### src/rtl/hfw_pkg.sv
// Shared constants and types of the handoff FIFO with waiting consumers.
`default_nettype none
package hfw_pkg;

    localparam int ITEM_DEPTH_DEF   = 16;
    localparam int WAITER_DEPTH_DEF = 16;
    localparam int VALUE_WIDTH_DEF  = 32;

    localparam int ID_WIDTH     = 4;
    localparam int STATUS_WIDTH = 2;
    localparam int SERVED_WIDTH = 32;

    typedef enum logic [STATUS_WIDTH-1:0] {
        ST_DELIVERED = 2'd0,
        ST_PUT_FULL  = 2'd1,
        ST_TAKE_FULL = 2'd2
    } t_status;

    localparam logic KIND_PUT  = 1'b0;
    localparam logic KIND_TAKE = 1'b1;

endpackage
`default_nettype wire

### src/rtl/hfw_if.sv
// Request and result channel interfaces of the handoff FIFO.
`default_nettype none
interface hfw_in_if
    import hfw_pkg::*;
#(
    parameter int VALUE_WIDTH = VALUE_WIDTH_DEF
);
    logic                   valid;
    logic                   ready;
    logic                   kind;
    logic [VALUE_WIDTH-1:0] item_value;
    logic [ID_WIDTH-1:0]    consumer_id;

    modport source (output valid, output kind, output item_value, output consumer_id,
                    input ready);
    modport sink   (input valid, input kind, input item_value, input consumer_id,
                    output ready);
endinterface

interface hfw_out_if
    import hfw_pkg::*;
#(
    parameter int VALUE_WIDTH = VALUE_WIDTH_DEF
);
    logic                    valid;
    logic                    ready;
    logic [STATUS_WIDTH-1:0] status;
    logic [VALUE_WIDTH-1:0]  delivered_value;
    logic [ID_WIDTH-1:0]     target_consumer;
    logic [SERVED_WIDTH-1:0] served_count;

    modport source (output valid, output status, output delivered_value,
                    output target_consumer, output served_count, input ready);
    modport sink   (input valid, input status, input delivered_value,
                    input target_consumer, input served_count, output ready);
endinterface
`default_nettype wire

### src/rtl/hfw_ram.sv
// Single-port-write, registered-read memory for the item and waiter stores.
`default_nettype none
module hfw_ram
    import hfw_pkg::*;
#(
    parameter int WIDTH = VALUE_WIDTH_DEF,
    parameter int DEPTH = ITEM_DEPTH_DEF
) (
    input  wire logic                     i_clk,
    input  wire logic                     i_we,
    input  wire logic [$clog2(DEPTH)-1:0] i_waddr,
    input  wire logic [WIDTH-1:0]         i_wdata,
    input  wire logic                     i_re,
    input  wire logic [$clog2(DEPTH)-1:0] i_raddr,
    output      logic [WIDTH-1:0]         o_rdata
);

    logic [WIDTH-1:0] r_mem [DEPTH];
    logic [WIDTH-1:0] r_rdata;

    always_ff @(posedge i_clk) begin
        if (i_we) begin
            r_mem[i_waddr] <= i_wdata;
        end
    end

    always_ff @(posedge i_clk) begin
        if (i_re) begin
            r_rdata <= r_mem[i_raddr];
        end
    end

    assign o_rdata = r_rdata;

endmodule
`default_nettype wire

### src/rtl/handoff_fifo_with_waiters.sv
// Top level: handoff FIFO that pairs put words with waiting take requests.
//
// A put is handed to the oldest waiting consumer, or else stored; a take gets the
// oldest stored item, or else the consumer is queued. A put or take that is stored,
// queued or refused needs no store read; a delivery reads the head entry from a
// synchronous store with a registered read, and input ready stays low while that
// read is outstanding. Ready also drops while a result sits in the output register
// and the sink does not take it. Both stores start undefined and need no clearing
// pass after reset.
`default_nettype none
module handoff_fifo_with_waiters
    import hfw_pkg::*;
#(
    parameter int ITEM_DEPTH   = ITEM_DEPTH_DEF,
    parameter int WAITER_DEPTH = WAITER_DEPTH_DEF,
    parameter int VALUE_WIDTH  = VALUE_WIDTH_DEF
) (
    input  wire logic  i_clk,
    input  wire logic  i_rst_n,
    hfw_in_if.sink     i_in,
    hfw_out_if.source  o_out
);

    localparam int IA = $clog2(ITEM_DEPTH);
    localparam int IC = $clog2(ITEM_DEPTH + 1);
    localparam int WA = $clog2(WAITER_DEPTH);
    localparam int WC = $clog2(WAITER_DEPTH + 1);

    logic [IA-1:0]           r_item_head,  n_item_head;
    logic [IC-1:0]           r_item_count, n_item_count;
    logic [WA-1:0]           r_wait_head,  n_wait_head;
    logic [WC-1:0]           r_wait_count, n_wait_count;
    logic [SERVED_WIDTH-1:0] r_served,     n_served;

    logic                    r_rd_pend,    n_rd_pend;
    logic                    r_rd_item,    n_rd_item;
    logic [VALUE_WIDTH-1:0]  r_hold_value, n_hold_value;
    logic [ID_WIDTH-1:0]     r_hold_id,    n_hold_id;

    logic                    r_out_valid,  n_out_valid;
    t_status                 r_out_status, n_out_status;
    logic [VALUE_WIDTH-1:0]  r_out_value,  n_out_value;
    logic [ID_WIDTH-1:0]     r_out_target, n_out_target;
    logic [SERVED_WIDTH-1:0] r_out_count,  n_out_count;

    logic                    w_accept;
    logic [IA:0]             w_item_sum;
    logic [IA-1:0]           w_item_tail;
    logic [WA:0]             w_wait_sum;
    logic [WA-1:0]           w_wait_tail;

    logic                    w_item_we, w_item_re;
    logic                    w_wait_we, w_wait_re;
    logic [VALUE_WIDTH-1:0]  w_item_rdata;
    logic [ID_WIDTH-1:0]     w_wait_rdata;

    assign i_in.ready = !r_rd_pend && (!r_out_valid || o_out.ready);
    assign w_accept   = i_in.valid && i_in.ready;

    assign w_item_sum  = {1'b0, r_item_head} + (IA + 1)'(r_item_count);
    assign w_item_tail = (w_item_sum >= (IA + 1)'(ITEM_DEPTH))
                       ? IA'(w_item_sum - (IA + 1)'(ITEM_DEPTH)) : IA'(w_item_sum);
    assign w_wait_sum  = {1'b0, r_wait_head} + (WA + 1)'(r_wait_count);
    assign w_wait_tail = (w_wait_sum >= (WA + 1)'(WAITER_DEPTH))
                       ? WA'(w_wait_sum - (WA + 1)'(WAITER_DEPTH)) : WA'(w_wait_sum);

    always_comb begin
        n_item_head  = r_item_head;
        n_item_count = r_item_count;
        n_wait_head  = r_wait_head;
        n_wait_count = r_wait_count;
        n_served     = r_served;
        n_rd_pend    = 1'b0;
        n_rd_item    = r_rd_item;
        n_hold_value = r_hold_value;
        n_hold_id    = r_hold_id;
        n_out_valid  = r_out_valid && !o_out.ready;
        n_out_status = r_out_status;
        n_out_value  = r_out_value;
        n_out_target = r_out_target;
        n_out_count  = r_out_count;
        w_item_we    = 1'b0;
        w_item_re    = 1'b0;
        w_wait_we    = 1'b0;
        w_wait_re    = 1'b0;

        if (r_rd_pend) begin
            n_out_valid  = 1'b1;
            n_out_status = ST_DELIVERED;
            n_out_value  = r_rd_item ? w_item_rdata : r_hold_value;
            n_out_target = r_rd_item ? r_hold_id : w_wait_rdata;
            n_out_count  = r_served;
        end else if (w_accept) begin
            if (i_in.kind == KIND_PUT) begin
                if (r_wait_count != '0) begin
                    w_wait_re    = 1'b1;
                    n_wait_head  = (r_wait_head == WA'(WAITER_DEPTH - 1))
                                 ? '0 : r_wait_head + 1'b1;
                    n_wait_count = r_wait_count - 1'b1;
                    n_served     = r_served + 1'b1;
                    n_rd_pend    = 1'b1;
                    n_rd_item    = 1'b0;
                    n_hold_value = i_in.item_value;
                end else if (r_item_count == IC'(ITEM_DEPTH)) begin
                    n_out_valid  = 1'b1;
                    n_out_status = ST_PUT_FULL;
                    n_out_value  = '0;
                    n_out_target = '0;
                    n_out_count  = r_served;
                end else begin
                    w_item_we    = 1'b1;
                    n_item_count = r_item_count + 1'b1;
                end
            end else begin
                if (r_item_count != '0) begin
                    w_item_re    = 1'b1;
                    n_item_head  = (r_item_head == IA'(ITEM_DEPTH - 1))
                                 ? '0 : r_item_head + 1'b1;
                    n_item_count = r_item_count - 1'b1;
                    n_served     = r_served + 1'b1;
                    n_rd_pend    = 1'b1;
                    n_rd_item    = 1'b1;
                    n_hold_id    = i_in.consumer_id;
                end else if (r_wait_count == WC'(WAITER_DEPTH)) begin
                    n_out_valid  = 1'b1;
                    n_out_status = ST_TAKE_FULL;
                    n_out_value  = '0;
                    n_out_target = i_in.consumer_id;
                    n_out_count  = r_served;
                end else begin
                    w_wait_we    = 1'b1;
                    n_wait_count = r_wait_count + 1'b1;
                end
            end
        end
    end

    always_ff @(posedge i_clk) begin
        if (!i_rst_n) begin
            r_item_head  <= '0;
            r_item_count <= '0;
            r_wait_head  <= '0;
            r_wait_count <= '0;
            r_served     <= '0;
            r_rd_pend    <= 1'b0;
            r_out_valid  <= 1'b0;
        end else begin
            r_item_head  <= n_item_head;
            r_item_count <= n_item_count;
            r_wait_head  <= n_wait_head;
            r_wait_count <= n_wait_count;
            r_served     <= n_served;
            r_rd_pend    <= n_rd_pend;
            r_out_valid  <= n_out_valid;
        end
    end

    always_ff @(posedge i_clk) begin
        r_rd_item    <= n_rd_item;
        r_hold_value <= n_hold_value;
        r_hold_id    <= n_hold_id;
        r_out_status <= n_out_status;
        r_out_value  <= n_out_value;
        r_out_target <= n_out_target;
        r_out_count  <= n_out_count;
    end

    hfw_ram #(
        .WIDTH (VALUE_WIDTH),
        .DEPTH (ITEM_DEPTH)
    ) u_item_ram (
        .i_clk   (i_clk),
        .i_we    (w_item_we),
        .i_waddr (w_item_tail),
        .i_wdata (i_in.item_value),
        .i_re    (w_item_re),
        .i_raddr (r_item_head),
        .o_rdata (w_item_rdata)
    );

    hfw_ram #(
        .WIDTH (ID_WIDTH),
        .DEPTH (WAITER_DEPTH)
    ) u_wait_ram (
        .i_clk   (i_clk),
        .i_we    (w_wait_we),
        .i_waddr (w_wait_tail),
        .i_wdata (i_in.consumer_id),
        .i_re    (w_wait_re),
        .i_raddr (r_wait_head),
        .o_rdata (w_wait_rdata)
    );

    assign o_out.valid           = r_out_valid;
    assign o_out.status          = r_out_status;
    assign o_out.delivered_value = r_out_value;
    assign o_out.target_consumer = r_out_target;
    assign o_out.served_count    = r_out_count;

endmodule
`default_nettype wire

### src/flat_wrapper.sv
// flat-port wrapper written by rule: the top's interface ports become plain ports
module handoff_fifo_with_waiters_flat import hfw_pkg::*;
#(
    parameter int ITEM_DEPTH   = ITEM_DEPTH_DEF,
    parameter int WAITER_DEPTH = WAITER_DEPTH_DEF,
    parameter int VALUE_WIDTH  = VALUE_WIDTH_DEF
)
  (i_clk, i_rst_n, i_in_valid, i_in_kind, i_in_item_value, i_in_consumer_id, i_in_ready, o_out_valid, o_out_status, o_out_delivered_value, o_out_target_consumer, o_out_served_count, o_out_ready);
  hfw_in_if #(.VALUE_WIDTH(VALUE_WIDTH)) i_in_i ();
  hfw_out_if #(.VALUE_WIDTH(VALUE_WIDTH)) o_out_i ();
  input  wire logic i_clk;
  input  wire logic i_rst_n;
  input wire logic [$bits(i_in_i.valid)-1:0] i_in_valid;
  input wire logic [$bits(i_in_i.kind)-1:0] i_in_kind;
  input wire logic [$bits(i_in_i.item_value)-1:0] i_in_item_value;
  input wire logic [$bits(i_in_i.consumer_id)-1:0] i_in_consumer_id;
  output wire logic [$bits(i_in_i.ready)-1:0] i_in_ready;
  output wire logic [$bits(o_out_i.valid)-1:0] o_out_valid;
  output wire logic [$bits(o_out_i.status)-1:0] o_out_status;
  output wire logic [$bits(o_out_i.delivered_value)-1:0] o_out_delivered_value;
  output wire logic [$bits(o_out_i.target_consumer)-1:0] o_out_target_consumer;
  output wire logic [$bits(o_out_i.served_count)-1:0] o_out_served_count;
  input wire logic [$bits(o_out_i.ready)-1:0] o_out_ready;
  assign i_in_i.valid = i_in_valid;
  assign i_in_i.kind = i_in_kind;
  assign i_in_i.item_value = i_in_item_value;
  assign i_in_i.consumer_id = i_in_consumer_id;
  assign i_in_ready = i_in_i.ready;
  assign o_out_valid = o_out_i.valid;
  assign o_out_status = o_out_i.status;
  assign o_out_delivered_value = o_out_i.delivered_value;
  assign o_out_target_consumer = o_out_i.target_consumer;
  assign o_out_served_count = o_out_i.served_count;
  assign o_out_i.ready = o_out_ready;
  handoff_fifo_with_waiters #(.ITEM_DEPTH(ITEM_DEPTH), .WAITER_DEPTH(WAITER_DEPTH), .VALUE_WIDTH(VALUE_WIDTH)) u_core (.i_clk(i_clk), .i_rst_n(i_rst_n), .i_in(i_in_i), .o_out(o_out_i));
endmodule
### config.mk
export PLATFORM = sky130hd
export DESIGN_NAME = handoff_fifo_with_waiters_flat
export DESIGN_NICKNAME = d
export VERILOG_FILES = /design/src/rtl/hfw_pkg.sv /design/src/rtl/hfw_if.sv /design/src/rtl/hfw_ram.sv /design/src/rtl/handoff_fifo_with_waiters.sv /design/src/flat_wrapper.sv
export SDC_FILE = /design/constraint.sdc
export NUM_CORES = 1
export LEC_CHECK = 0
export ABC_AREA = 1
export BUFFER_PORTS_ARGS = -buffer_cell sky130_fd_sc_hd__buf_2
export CORE_MARGIN = 3
export CORE_UTILIZATION = 45
export CTS_BUF_LIST = sky130_fd_sc_hd__clkbuf_4
export DETAILED_ROUTE_END_ITERATION = 12
export PLACE_DENSITY_LB_ADDON = 0.1
export SLEW_MARGIN = 10
export SYNTH_ARGS = -nofsm -noshare
export SYNTH_HDL_FRONTEND = slang
export SYNTH_SLANG_ARGS = --single-unit
### constraint.sdc
create_clock -name i_clk -period 3.38 [get_ports i_clk]
set_input_delay 0.169 -clock i_clk [delete_from_list [all_inputs] [get_ports i_clk]]
set_output_delay 0.169 -clock i_clk [all_outputs]
set_load 0.005 [all_outputs]
* Word-level counts from Yosys, hierarchy flattened
Memories as Yosys holds them, arrays and structs flattened. A register that Yosys moved wholly into a read port is not among the register bits.
Cells that the tools add are included.
** Storage, ports and cells
- Flip-flop bits (word level) :: 159
- RAM bits :: 576
- Memories kept :: 2
- Word-level logic and storage cells :: 143
- Output and inout port bits :: 72
- Bits of input ports :: 41
** Memories
- u_core.u_item_ram.r_mem :: words 16, bits a word 32, read ports 1, clocked after Yosys merged registers in 1, write ports 1, RTL line hfw_ram.sv:18 : logic [WIDTH-1:0] r_mem [DEPTH];
- u_core.u_wait_ram.r_mem :: words 16, bits a word 4, read ports 1, clocked after Yosys merged registers in 1, write ports 1, RTL line hfw_ram.sv:18
** Operators by class
- Add/subtract/negate cells :: 11
- Order comparisons :: 2
- Bitwise gates (word level) :: 4
- Eq/ne operators :: 13
- Reductions and logical operators :: 21
- Mux-type cells :: 76
** Operators with widths (number)
- two-way mux 32 bit :: 18
- two-way mux 4 bit :: 12
- two-way mux 5 bit :: 8
- two-way mux 1 bit :: 33
- adder 32 x 1 -> 32 bit, second input constant :: 1
- AND reduction 5 bit :: 4
- AND reduction 4 bit :: 3
- adder 4 x 5 -> 5 bit :: 2
- adder 5 x 1 -> 5 bit, second input constant :: 2
- equality test 5 bit, second input constant :: 2
- >= comparator 5 bit, second input constant :: 2
- two-way mux 2 bit :: 5
- nonzero test 5 bit :: 2
- subtractor 5 x 1 -> 5 bit, second input constant :: 2
- adder 4 x 1 -> 4 bit, second input constant :: 2
- equality test 4 bit, second input constant :: 2
- != test 2 bit, second input constant :: 4
- subtractor 4 x 1 -> 4 bit, second input constant :: 2
- != test 3 x 2 -> 1 bit, second input constant :: 2
- nonzero test 2 bit :: 3
- != test 2 x 1 -> 1 bit, second input constant :: 2
- inverter 1 bit :: 4
- logical AND 1 bit :: 3
- logical NOT 1 bit :: 3
- other kinds (4) :: 4

* Longest topological paths before layout
- Depth after elaboration :: 8
- Mapped depth :: 11
- Depth with buffers taken out :: 10

* By module
Synthesis repeated with hierarchy kept, for this count alone.
** Unflattened totals
- Cells, all modules :: 3162
- Area total of the unflattened synthesis :: 33270.7 µm²
** Modules (own cells, without submodules)
- hfw_ram (u_core.u_item_ram) :: area each 23065.9 µm², sequential area each 16335.7 µm², times used 1, cells each 2122
- handoff_fifo_with_waiters :: area each 7198.2 µm², sequential area each 4234.1 µm², times used 1, cells each 750
- hfw_ram (u_core.u_wait_ram) :: area each 3006.6 µm², sequential area each 2042.0 µm², times used 1, cells each 290

* Least setup slack after synthesis
No wires, ideal clock.
- Kind :: reg-to-reg
- From :: register u_core.r_item_head[0]
- To :: memory u_core.u_item_ram.r_mem[6][0] (netlist name), enable pin
- Slack :: 0.165 ns
- Cell stages (with the launch flop) :: 7
- Data required time :: 2.959 ns
- Period minus slack after synthesis :: 3.215 ns
- Path buffers :: 0
- Arrival :: 2.794 ns
- Path through :: dfxtp_1 > ha_1 > fa_1 > inv_1 > nor2_1 > nand2_1 > nor2_1
** On the way
- Cells in the longest elaborated chain, start to end :: 3
- Elaborated cells between the ends (all ways) :: 4
- Those cells by class :: add/sub: 2; order compare: 1; mux: 1
** Ends and longest elaborated chain
- start, declared :: RTL line handoff_fifo_with_waiters.sv:29 : logic [IA-1:0] r_item_head, n_item_head;
- start signal, assigned :: RTL line handoff_fifo_with_waiters.sv:148 : r_item_head <= n_item_head;
- adder 4 x 5 -> 5 bit (*) :: RTL line handoff_fifo_with_waiters.sv:60 : assign w_item_sum = {1'b0, r_item_head} + (IA + 1)'(r_item_count);
- subtractor 4 x 1 -> 4 bit or >= comparator 5 bit (tied branches) :: RTL line handoff_fifo_with_waiters.sv:62, handoff_fifo_with_waiters.sv:61
- two-way mux 4 bit (*) :: RTL line handoff_fifo_with_waiters.sv:62 : ? IA'(w_item_sum - (IA + 1)'(ITEM_DEPTH)) : IA'(w_item_sum);
- end, declared :: RTL line hfw_ram.sv:18
Mark *: on every way between the ends. The rest lies on a longest branch, timed or not.

* Final worst setup path
- From :: register u_core.r_item_count[0]
- To :: memory u_core.u_item_ram.r_mem[13][14] (netlist name), enable pin
** On the way
- Cells in the longest elaborated chain, start to end :: 8
- Elaborated cells between the ends (all ways) :: 12
- Those cells by class :: add/sub: 2; order compare: 1; eq/ne: 1; mux: 8
** Ends and longest elaborated chain
- start, declared :: RTL line handoff_fifo_with_waiters.sv:30 : logic [IC-1:0] r_item_count, n_item_count;
- start signal, assigned :: RTL line handoff_fifo_with_waiters.sv:149 : r_item_count <= n_item_count;
- parallel branches: the longest is 8 deep, another holds adder 4 x 5 -> 5 bit
Several ways; the timed one is not identified.

==> metrics.csv <==
stage;metric;value;unit
status;outcome;finished clean;
worst_setup_path;Top delay family on crit path;adder cells;
detailed_routing;vias per std cell;5.39;
yosys;Avg Cell Area, Syn;12.4;um2
clock_tree;Worst-Skew Late Latency;1040;ps
grt;vias in the first global route;20400;
place;dpl hpwl;45300;um
place;port buffer count;112;
worst_setup_path;Worst EP arrival;3390;ps
yosys;sequential area share after synthesis;73.6;%
power;Pwr Total;25.3;mW
worst_setup_path;CP Capture Type;flip-flop;
clock_tree;cts bufs inserted;195;
worst_setup_path;CP required;4010;ps
clock_tree;postcts setup bufs;0;
grt;largest net degree at the start of global routing;167;
yosys;Top FF cell, synth;edfxtp_1;
timing;Worst Max-Slew Pin Slew;978;ps
worst_setup_path;critical path class;reg -> reg;
min_path;Worst Hold Class;in -> reg;
detailed_routing;final wirelength;79000;um
floorplanning;die area;71500;um2
timing;setup TNS;0;ps
worst_setup_path;RR Startpoint;u_core.r_item_count[0];
yosys;cell taking the most area after synthesis;edfxtp_1;
clock_tree;quantity of gates resized following cts;0;
clock_tree;clock sink count;771;
power;PwrDens;712;nW/um2
layout;nets@finish;2826;
grt;gr usage total;22.4;%
floorplanning;num rows;95;
detailed_routing;routed vias;20500;
worst_setup_path;Worst setup startpoint;u_core.r_item_count[0];
place;pre-CTS setup slack;672;ps
detailed_routing;drt wl/cell;20.8;um
worst_setup_path;reg2reg end;u_core.u_item_ram.r_mem[13][14];
worst_setup_path;Crit path largest cell delay;490;ps
grt;initial antenna violation count;2;
worst_setup_path;R2R cell count;6;
detailed_routing;TritonRoute pass-1 iters;6;
timing;Hold Vio Cnt, Final;0;
timing;PnR worst setup slack;624;ps
floorplanning;IO Count;113;
timing;fin crit share;81.5;%
clock_tree;clk slew on worst S/H paths;70;ps
worst_setup_path;reg2reg setup slack;620;ps
worst_setup_path;Critical Path End;u_core.u_item_ram.r_mem[13][14];
timing;final count of negative-setup-slack endpoints;0;
detailed_routing;DRC viols;0;
clock_tree;CTS tree;yes;
floorplanning;core region area;67400;um2
grt;first-pass GRT wire length;120000;um
detailed_routing;Iter 0 DRT Violations;1682;
power;maximum VDD drop;458;uV
worst_setup_path;CP Cell Sequence;ha_1 -> fa_1 -> xor2_1 -> nand2_1 -> nor2_4 -> buf_4;
layout;post-layout util;52.8;%
yosys;Yosys top cell area share;70.0;%
clock_tree;H-tree lvl count;4;
timing;RSZ-0062 raised after global routing;false;
floorplanning;die width;267;um
yosys;Mapped Area;30700;um2
layout;fraction of layout cells with a size suffix above 1;17.7;%
worst_setup_path;Critical Path Fanout Max;32;
timing;final clock skew;67.6;ps
floorplanning;Die Height;267;um
worst_setup_path;Setup crit start kind;flip-flop;
yosys;warnings from Yosys;0;
timing;Final Critical Period;2760;ps
timing;Max Freq;363;MHz
yosys;Async S/R FF share, synth;0;%
power;Lkg Pwr;12.2;nW
layout;Synth-to-Final Area Change;15.8;%
yosys;syn nets;2532;
worst_setup_path;critical path's slowest cell;buf_4;
timing;worst rel slew slack;34.8;%
yosys;synthesized flop and latch total;771;
grt;GRT overflow;0;
worst_setup_path;critical path depth;6;
clock_tree;root buf cell;clkbuf_4;
floorplanning;Starting Density;45.6;%
place;GPL Wtd Cong;0.852;
detailed_routing;Routed Antenna Nets;0;
worst_setup_path;Critical path buffers and inverters;1;
clock_tree;clock buffer depth;3;
yosys;Post-synth EDFFs;717;
run;Max Cap Viol;0;
yosys;Synth Instances;2472;
timing;Slew Limit Fails;0;
min_path;hold_sp;i_in_consumer_id[0];
yosys;largest cells by area after synthesis;edfxtp_1, nor2_1, o21ai_0, dfxtp_1, nand2_1;
yosys;Netlist cell types;41;
power breakdown:
group	total [mW]	internal [mW]	switching (mW)	leakage (nW)
Sequential	11.7	11.4	0.309	6.93
Combinational	5.77	1.70	4.06	3.83
Clock	7.82	4.05	3.78	1.48
per-stage QoR:
step                      hold WS, ps  area [um2]  cells
after floorplan                   268       30700   2472
after global placement            479       32500   3381
after detailed placement          487       32500   3381
after CTS                        3.50       35600   3796
after global routing             60.9       35600   3799
final                             135       35600   3802
synthesized netlist by cell type, types with 15 or more instances:
cell type and instances:
buf_6 16, o22ai_1 64, o221ai_1 19, nor2_1 546, o211ai_1 48, xor2_1 20, nand2_1 259, ha_1 15
dfxtp_1 54, edfxtp_1 717, a21oi_1 39, inv_1 59, clkbuf_1 83, buf_2 26, o21ai_1 54, nand3_1 93
o21ai_0 297
repair_timing:
item,in CTS,in global routing
endpoints found under the setup margin,0,0
endpoints found under the hold margin,686,0
hold buffers,61,0
kinds of logic after synthesis:
kind of cell / after synthesis / synth area share, %
and+or+nand+nor: 915 / 11.8
buffers and inverters: 202 / 3.05
adders and majority gates: 19 / 0.871
DFF: 771 / 73.6
xor gates and xnor gates: 28 / 0.798
AOI/OAI and AO/OA: 537 / 9.87
flip-flops by register name (all words and copies together), names as in the netlist, 2 cells and up:
| name | cells |
|---|---|
| u_core.o_out.target_consumer | 4 |
| u_core.u_wait_ram.r_mem | 64 |
| u_core.o_out.status | 2 |
| u_core.r_item_head | 4 |
| u_core.r_item_count | 5 |
| u_core.r_served | 32 |
| u_core.r_hold_value | 32 |
| u_core.o_out.delivered_value | 32 |
| u_core.o_out.served_count | 32 |
| u_core.r_wait_count | 5 |
| u_core.u_item_ram.o_rdata | 32 |
| u_core.r_wait_head | 4 |
| u_core.r_hold_id | 4 |
| u_core.u_wait_ram.o_rdata | 4 |
| u_core.u_item_ram.r_mem | 512 |
routing by layer:
| layer | vias to the layer above | share of wire (%) | wire length, um | global-route usage (%) |
|---|---|---|---|---|
| met3 | 157 | 6.2 | 4860 | 4.88 |
| met5 | - | 0 | 0 | 0 |
| li1 | 9636 | - | - | - |
| met4 | 0 | 2.9 | 2290 | 9.35 |
| met2 | 693 | 48 | 37800 | 36.4 |
| met1 | 9994 | 43 | 34000 | 29.4 |
cells in the final DEF (no fill, tap or decap), types with 20 or more instances in the layout:
master,count
dlygate4sd3_1,61
nand2_1,258
edfxtp_1,717
nor2_4,20
dfxtp_1,50
o211ai_1,48
buf_2,112
o22ai_1,64
o21ai_1,54
xor2_1,20
inv_1,58
clkbuf_4,271
clkinv_1,56
buf_4,47
nand3_1,93
a21oi_1,39
o21ai_0,297
nor2_1,528
area by class of cell:
class,count,area [um2]
antenna,6,15.0
clock buffer,271,2030
clock inverter,83,477
fill,5928,31800
inverter,67,260
multi-input combinational,1499,7330
sequential,771,22600
tap,873,1090
timing repair buffer,232,1760
worst min-delay path by stage:
stage	endpoint	depth (start not counted)	slack (ps)
global placement	u_core.o_out.served_count[31]	0	480
global route	u_core.u_wait_ram.r_mem[14][2]	2	60
finish	u_core.u_wait_ram.r_mem[14][0]	2	130
CTS	u_core.u_item_ram.r_mem[15][17]	2	4
detailed placement	u_core.o_out.served_count[31]	0	490
floorplan	u_core.r_hold_id[0]	0	270
(Power assumes the default switching activity.)
